$ cat src/rtl/core/cfl_pkg.sv
// Shared types, constants and codes of the CFL / Fourier time step estimator.
package cfl_pkg;

  localparam int DIMENSIONS = 3;

  localparam int VEL_W   = 24;
  localparam int SQ_W    = 48;
  localparam int NORM_W  = 50;
  localparam int ROOT_W  = 25;
  localparam int REM_W   = 28;
  localparam int WIDE_W  = 104;
  localparam int DIVR_W  = 32;
  localparam int LIM_W   = 33;
  localparam int CFG_AW  = 3;
  localparam int CFG_DW  = 32;
  localparam int CNT_W   = 7;

  localparam int ROOT_STEPS = 25;
  localparam int DEN_STEPS  = 32;
  localparam int DIF_STEPS  = 24;
  localparam int DIV_STEPS  = 104;

  localparam logic [1:0] AXIS_LAST = 2'(DIMENSIONS - 1);

  // register indexes
  localparam logic [CFG_AW-1:0] REG_DENSITY   = 3'd0;
  localparam logic [CFG_AW-1:0] REG_VISCOSITY = 3'd1;
  localparam logic [CFG_AW-1:0] REG_CELL_X    = 3'd2;
  localparam logic [CFG_AW-1:0] REG_CELL_Y    = 3'd3;
  localparam logic [CFG_AW-1:0] REG_CELL_Z    = 3'd4;
  localparam logic [CFG_AW-1:0] REG_COURANT   = 3'd5;
  localparam logic [CFG_AW-1:0] REG_DIFFUSION = 3'd6;

  typedef struct packed {
    logic signed [VEL_W-1:0] vel_x;
    logic signed [VEL_W-1:0] vel_y;
    logic signed [VEL_W-1:0] vel_z;
    logic                    last_cell;
  } in_word_t;

  typedef struct packed {
    logic [31:0] time_step;
    logic        saturated;
  } out_word_t;

  typedef enum logic [3:0] {
    ST_IDLE, ST_ACC, ST_RINIT, ST_ROOT, ST_CLOAD, ST_CDIV, ST_CFIN,
    ST_FLOAD, ST_FMUL1, ST_FRELOAD, ST_FMUL2, ST_FDLOAD, ST_FDIV, ST_FFIN, ST_EMIT
  } state_t;

  typedef struct packed {
    logic       sq_load;
    logic       acc_max;
    logic       clr_max;
    logic       root_init;
    logic       root_step;
    logic       best_init;
    logic       cfl_load;
    logic       fmul_init;
    logic       mul_step;
    logic       mul_reload;
    logic       fdiv_load;
    logic       div_step;
    logic       cfl_fin;
    logic       f_fin;
    logic       out_load;
    logic [1:0] axis;
  } cmd_t;

  typedef struct packed {
    logic out_busy;
  } status_t;

endpackage

$ cat src/rtl/core/cfl_ctrl.sv
// Sequencer for accumulation, square root, multiplies and divisions per axis.
module cfl_ctrl (
  input  logic             clk,
  input  logic             rst_n,
  input  logic             in_valid,
  input  logic             in_last,
  output logic             in_ready,
  input  cfl_pkg::status_t stat,
  output cfl_pkg::cmd_t    cmd
);

  cfl_pkg::state_t               state_r, state_nxt;
  logic [cfl_pkg::CNT_W-1:0]     cnt_r, cnt_nxt;
  logic [1:0]                    axis_r, axis_nxt;
  logic                          last_r, last_nxt;

  always_ff @(posedge clk) begin
    if (!rst_n) begin
      state_r <= cfl_pkg::ST_IDLE;
      cnt_r   <= '0;
      axis_r  <= '0;
      last_r  <= 1'b0;
    end else begin
      state_r <= state_nxt;
      cnt_r   <= cnt_nxt;
      axis_r  <= axis_nxt;
      last_r  <= last_nxt;
    end
  end

  always_comb begin
    state_nxt = state_r;
    cnt_nxt   = (cnt_r != '0) ? cnt_r - 1'b1 : cnt_r;
    axis_nxt  = axis_r;
    last_nxt  = last_r;
    case (state_r)
      cfl_pkg::ST_IDLE: begin
        if (in_valid) begin
          last_nxt  = in_last;
          state_nxt = cfl_pkg::ST_ACC;
        end
      end
      cfl_pkg::ST_ACC:   state_nxt = last_r ? cfl_pkg::ST_RINIT : cfl_pkg::ST_IDLE;
      cfl_pkg::ST_RINIT: begin
        cnt_nxt   = cfl_pkg::CNT_W'(cfl_pkg::ROOT_STEPS - 1);
        axis_nxt  = '0;
        state_nxt = cfl_pkg::ST_ROOT;
      end
      cfl_pkg::ST_ROOT:  if (cnt_r == '0) state_nxt = cfl_pkg::ST_CLOAD;
      cfl_pkg::ST_CLOAD: begin
        cnt_nxt   = cfl_pkg::CNT_W'(cfl_pkg::DIV_STEPS - 1);
        state_nxt = cfl_pkg::ST_CDIV;
      end
      cfl_pkg::ST_CDIV:  if (cnt_r == '0) state_nxt = cfl_pkg::ST_CFIN;
      cfl_pkg::ST_CFIN:  state_nxt = cfl_pkg::ST_FLOAD;
      cfl_pkg::ST_FLOAD: begin
        cnt_nxt   = cfl_pkg::CNT_W'(cfl_pkg::DEN_STEPS - 1);
        state_nxt = cfl_pkg::ST_FMUL1;
      end
      cfl_pkg::ST_FMUL1: if (cnt_r == '0) state_nxt = cfl_pkg::ST_FRELOAD;
      cfl_pkg::ST_FRELOAD: begin
        cnt_nxt   = cfl_pkg::CNT_W'(cfl_pkg::DIF_STEPS - 1);
        state_nxt = cfl_pkg::ST_FMUL2;
      end
      cfl_pkg::ST_FMUL2: if (cnt_r == '0) state_nxt = cfl_pkg::ST_FDLOAD;
      cfl_pkg::ST_FDLOAD: begin
        cnt_nxt   = cfl_pkg::CNT_W'(cfl_pkg::DIV_STEPS - 1);
        state_nxt = cfl_pkg::ST_FDIV;
      end
      cfl_pkg::ST_FDIV:  if (cnt_r == '0) state_nxt = cfl_pkg::ST_FFIN;
      cfl_pkg::ST_FFIN: begin
        if (axis_r == cfl_pkg::AXIS_LAST) begin
          state_nxt = cfl_pkg::ST_EMIT;
        end else begin
          axis_nxt  = axis_r + 1'b1;
          state_nxt = cfl_pkg::ST_CLOAD;
        end
      end
      cfl_pkg::ST_EMIT:  if (!stat.out_busy) state_nxt = cfl_pkg::ST_IDLE;
      default:           state_nxt = cfl_pkg::ST_IDLE;
    endcase
  end

  always_comb begin
    cmd      = '0;
    cmd.axis = axis_r;
    in_ready = 1'b0;
    case (state_r)
      cfl_pkg::ST_IDLE: begin
        in_ready    = 1'b1;
        cmd.sq_load = in_valid;
      end
      cfl_pkg::ST_ACC:     cmd.acc_max = 1'b1;
      cfl_pkg::ST_RINIT: begin
        cmd.root_init = 1'b1;
        cmd.best_init = 1'b1;
      end
      cfl_pkg::ST_ROOT:    cmd.root_step  = 1'b1;
      cfl_pkg::ST_CLOAD:   cmd.cfl_load   = 1'b1;
      cfl_pkg::ST_CDIV:    cmd.div_step   = 1'b1;
      cfl_pkg::ST_CFIN:    cmd.cfl_fin    = 1'b1;
      cfl_pkg::ST_FLOAD:   cmd.fmul_init  = 1'b1;
      cfl_pkg::ST_FMUL1:   cmd.mul_step   = 1'b1;
      cfl_pkg::ST_FRELOAD: cmd.mul_reload = 1'b1;
      cfl_pkg::ST_FMUL2:   cmd.mul_step   = 1'b1;
      cfl_pkg::ST_FDLOAD:  cmd.fdiv_load  = 1'b1;
      cfl_pkg::ST_FDIV:    cmd.div_step   = 1'b1;
      cfl_pkg::ST_FFIN:    cmd.f_fin      = 1'b1;
      cfl_pkg::ST_EMIT: begin
        cmd.out_load = !stat.out_busy;
        cmd.clr_max  = !stat.out_busy;
      end
      default: cmd = '0;
    endcase
  end

endmodule

$ cat config.mk
export PLATFORM = sky130hd
export DESIGN_NAME = cfl_ctrl
export DESIGN_NICKNAME = d
export VERILOG_FILES = /design/src/rtl/core/cfl_pkg.sv /design/src/rtl/core/cfl_ctrl.sv
export SDC_FILE = /design/constraint.sdc
export NUM_CORES = 1
export LEC_CHECK = 0
export ABC_AREA = 1
export BUFFER_PORTS_ARGS = -buffer_cell sky130_fd_sc_hd__buf_2
export CAP_MARGIN = 40
export CORE_UTILIZATION = 45
export DETAILED_ROUTE_END_ITERATION = 12
export GPL_TIMING_DRIVEN = 0
export HOLD_SLACK_MARGIN = 0.08
export PLACE_DENSITY = 0.8
export SLEW_MARGIN = 20
export SYNTH_ARGS = -nofsm -noshare
export SYNTH_HDL_FRONTEND = slang
export SYNTH_SLANG_ARGS = --single-unit
$ cat constraint.sdc
create_clock -name clk -period 1.9 [get_ports clk]
set_input_delay 0.285 -clock clk [delete_from_list [all_inputs] [get_ports clk]]
set_output_delay 0.285 -clock clk [all_outputs]
set_load 0.01 [all_outputs]
Word-level counts from Yosys, hierarchy flattened

Cells that the tools add are included.

Register bits: 14
Output and inout port bits: 18
Logic and storage cells: 71
Input bits: 5

Mux-type cells: 29
Equal/unequal tests: 23
Add/sub/neg operators: 2
Reduce and logical (&&, ||, !) cells: 13

Operator list:

| kind                | number |
|---|---|
| $pmux 4 s15         | 1 |
| $mux 4              | 8 |
| $eq 4x4->1 const B  | 7 |
| $pmux 7 s4          | 1 |
| $eq 4x3->1 const B  | 4 |
| $ne 2x2->1 const B  | 8 |
| $reduce_or 15->1    | 1 |
| $mux 1              | 14 |
| $eq 4x2->1 const B  | 2 |
| $logic_not 7->1     | 1 |
| $mux 7              | 1 |
| $reduce_and 7->1    | 1 |
| $reduce_bool 7->1   | 1 |
| $sub 7x1->7 const B | 1 |
| $mux 2              | 3 |
| $reduce_or 2->1     | 3 |
| $reduce_bool 5->1   | 1 |
| $eq 4x1->1 const B  | 1 |
| $logic_not 4->1     | 1 |
| $pmux 2 s2          | 1 |
| $reduce_and 2->1    | 2 |
| $add 2x1->2 const B | 1 |
| $eq 2x2->1 const B  | 1 |
| $reduce_bool 2->1   | 1 |
| $logic_not 1->1     | 1 |

Longest topological paths before layout

Word-level depth: 3
Gate-level depth with buffers: 10
Gate-level depth less buffers: 10

Worst setup path before layout

No wires, ideal clock.

Path kind: register to output
Start: register state_r[2]
End: output port cmd[14] (netlist bit)
Path slack: 517 ps
Stages on the path, launching flop included: 4
Required time: 1615 ps
Data arrival time: 1098 ps
Path buffers: 1
Cells stage by stage: dfxtp_1 -> nand3_1 -> nor3_1 -> buf_4

RTL lines:

| what                   | RTL line       | RTL |
|---|---|---|
| start, declared        | cfl_ctrl.sv:12 | `cfl_pkg::state_t state_r, state_nxt;` |
| start signal, assigned | cfl_ctrl.sv:19 | `state_r <= cfl_pkg::ST_IDLE;` |
| start signal, assigned | cfl_ctrl.sv:24 | `state_r <= state_nxt;` |
| end, declared          | cfl_ctrl.sv:9  | `output cfl_pkg::cmd_t cmd` |

==> reports/qor.yml <==
global_routing:
  track_usage_pct: 18.2
  antenna_found_initial: 0
  grt_pass1_vias: 931
  grt-ovfl-total: 0
  grt_max_degree: 9
  grt_pass1_wl_mm: 3.66
placement:
  dp_hpwl_mm: 1.84
  gp_congestion: 0.846
  io_buffers: 22
job:
  maxCapViolCount: 0
synth:
  ys_seq_area_share_pct: 25.0
  synthFlopType: "dfxtp_1"
  synth_cells: 168
  syn_area_per_cell_um2: 6.67
  synth-edff-count: 0
  yosysTopAreaCell: "dfxtp_1"
  synthArstFlopShare_pct: 0
  ys_top_cells_by_count: "nand2_1 (33), nor2_1 (27), inv_1 (23)"
  synth_fp_nets: 176
  ys_types: 28
  synthMostInstantiatedCell: "nand2_1"
  ys_top_cells_by_area: "dfxtp_1 (25%), nand2_1 (11%), nor2_1 (9.1%)"
  syn-cell-area_um2: 1120
  yosysTopAreaCellShare_pct: 25.0
  ys_ff_latch: 14
  yosysWarnings: 0
pwr:
  netSwitchingPower_w: 0.00122
  swShare_pct: 51.1
  powerDensity_nw_per_um2: 1830
  p_comb_share_pct: 69.7
  power_leakage_nw: 0.767
  clockPowerShare_pct: 9.1
  power.internal_w: 0.00117
  ir_worst_vdd_uv: 969
  p_seq_share_pct: 21.2
routing:
  routed_wl_mm: 2.19
  vias: 1035
  drc: 0
  via_per_inst: 4.66
  drtIter0Drc: 16
  antenna_left: 0
  firstDrtPassIters: 6
  wl_per_cell_um: 9.85
floorplan:
  initial_core_util_pct: 49.2
  die_area_um2: 2690
  die_w_um: 51.9
  die_y_um: 51.9
  placementRows: 17
  core_um2: 2280
  io_pins: 23
hold_path:
  hold_start: "in_last"
  hold_end: "last_r"
  hold_depth: 3
  holdCritPathClass: "primary input to register"
worst_setup_path:
  critPathTopFamily: "flip-flops"
  path_buf_inv: 4
  slowest_stage: "dfxtp_1"
  cp.arrival_ns: 1.46
  worstPathCellList: "inv_2 -> nor2_2 -> nand2_4 -> inv_1 -> buf_4 -> buf_2"
  crit_fanout: 6
  ff2ff_path_depth: 9
  cpPeakStageDelay_ns: 0.46
  crit_path_start_kind: "register"
  endpoint_kind: "output pin"
  reg2reg_to: "cnt_r[0]"
  r2r_setup_slack_ns: 0.43
  critical_path_class: "register to output pin"
  worst_ep_required_time_ns: 1.62
  timing.rr.start: "cnt_r[1]"
timing:
  fmax_mhz: 573
  whs_ns: 0.239
  min_period_over_period_pct: 91.9
  skew_ns: 0.00561
  fin_tns_setup_ns: 0
  rsz0062_at_grt: "no"
  hold_viol: 0
  worst_pin_slew_ns: 0.305
  period_minus_slack_ns: 1.75
  setup_viol: 0
  report.final.slew_viol_count: 0
  max_slew_margin_pct: 79.6
clock_tree:
  worstSkewPairLatency_ns: 0.28
  path_clk_slew_ns: 0.09
  cts-resized-gates: 0
  postCtsHoldBufs: 0
  htreeDepth: 1
  cts.sinks: 14
  cts_made_buffers: 3
  cts-root-buf: "clkbuf_4"
  tritoncts: "done"
  cts_buffer_depth: 2
  cts_setup_buffers: 0
run_status:
  status: "complete, no violations"
final_layout:
  n_fill_cell: 234
  area_growth_pct: 16.2
  drive_gt1_share_pct: 31.4
  diodes: 0
  fin_util_pct: 57.2
  nets: 203
-- worst min-delay path, stage by stage --
cell	delay (ns)
buf_2	0.09
nand2_1	0.05
a21oi_1	0.05
-- kinds of logic after synthesis --
| logic type | synth area share, % |
|---|---|
| compound gates | 13.0 |
| xor+xnor | 3.13 |
| fa+ha+maj | 3.35 |
| buf+inv | 12.7 |
| flops | 25.0 |
| simple gates | 42.8 |
-- power by group through the flow --
stage	Sequential, W	Clock, W	Combinational (W)
global route	0.000522	0.000237	0.00186
CTS	0.000507	0.000225	0.00168
finish	0.000505	0.000217	0.00166
global placement	0.000510	0	0.00165
floorplan	0.000495	0	0.00137
detailed placement	0.000514	0	0.00167
-- routing by layer --
metal	share of wire [%]	track usage [%]	vias to the layer above
li1	-	-	567
met1	46	22.3	446
met2	49	31.4	17
met3	3.2	2.92	5
met4	1.7	6.76	0
met5	0	0	-
-- worst max-delay path by stage --
| stage | from | to | slack [ns] | depth (start not counted) |
|---|---|---|---|---|
| 2_1_floorplan | state_r[2] | cmd[14] | 0.52 | 3 |
| 3_3_place_gp | cnt_r[1] | cnt_r[0] | 0.43 | 9 |
| 3_5_place_dp | cnt_r[1] | cnt_r[0] | 0.43 | 9 |
| 4_1_cts | state_r[1] | cmd[13] | 0.15 | 6 |
| 5_1_grt | state_r[1] | cmd[13] | 0.06 | 6 |
| 6_report | state_r[1] | cmd[13] | 0.15 | 6 |
-- per-stage QoR --
step | instance area [µm²] | worst slack, ns | instances | total power (W)
final | 1300 | 0.154 | 222 | 0.00238
after global routing | 1300 | 0.0610 | 222 | 0.00262
after CTS | 1300 | 0.151 | 222 | 0.00241
after detailed placement | 1260 | 0.427 | 218 | 0.00218
after global placement | 1260 | 0.429 | 218 | 0.00216
after floorplan | 1120 | 0.517 | 168 | 0.00187
-- sequential cells by signal, summed over array words and instances (netlist names) --
signal   cells
cnt_r        7
state_r      4
axis_r       2
last_r       1
-- final cells by class --
type,count,area [µm²],share of cell area [%]
inverters,28,105,8.08
clock buffers,4,36.3,2.79
well taps,28,35.0,2.69
plain buffers,4,37.5,2.88
multi-input cells,122,697,53.6
repair buffers,22,110,8.46
flip-flops and latches,14,280,21.5
-- layout by cell type (no fill, tap or decap), drive strengths merged --
master,Yosys,routed
o21ai,9,9
ha,3,3
dfxtp,14,14
nand3,10,10
nand2,46,46
nor3,1,1
buf,4,26
a21oi,11,11
inv,28,28
a31oi,2,2
clkbuf,0,4
nor2,35,35
xnor2,1,1
xor2,3,3
o21bai,1,1
Note: power is estimated with default switching activity, not from simulation.
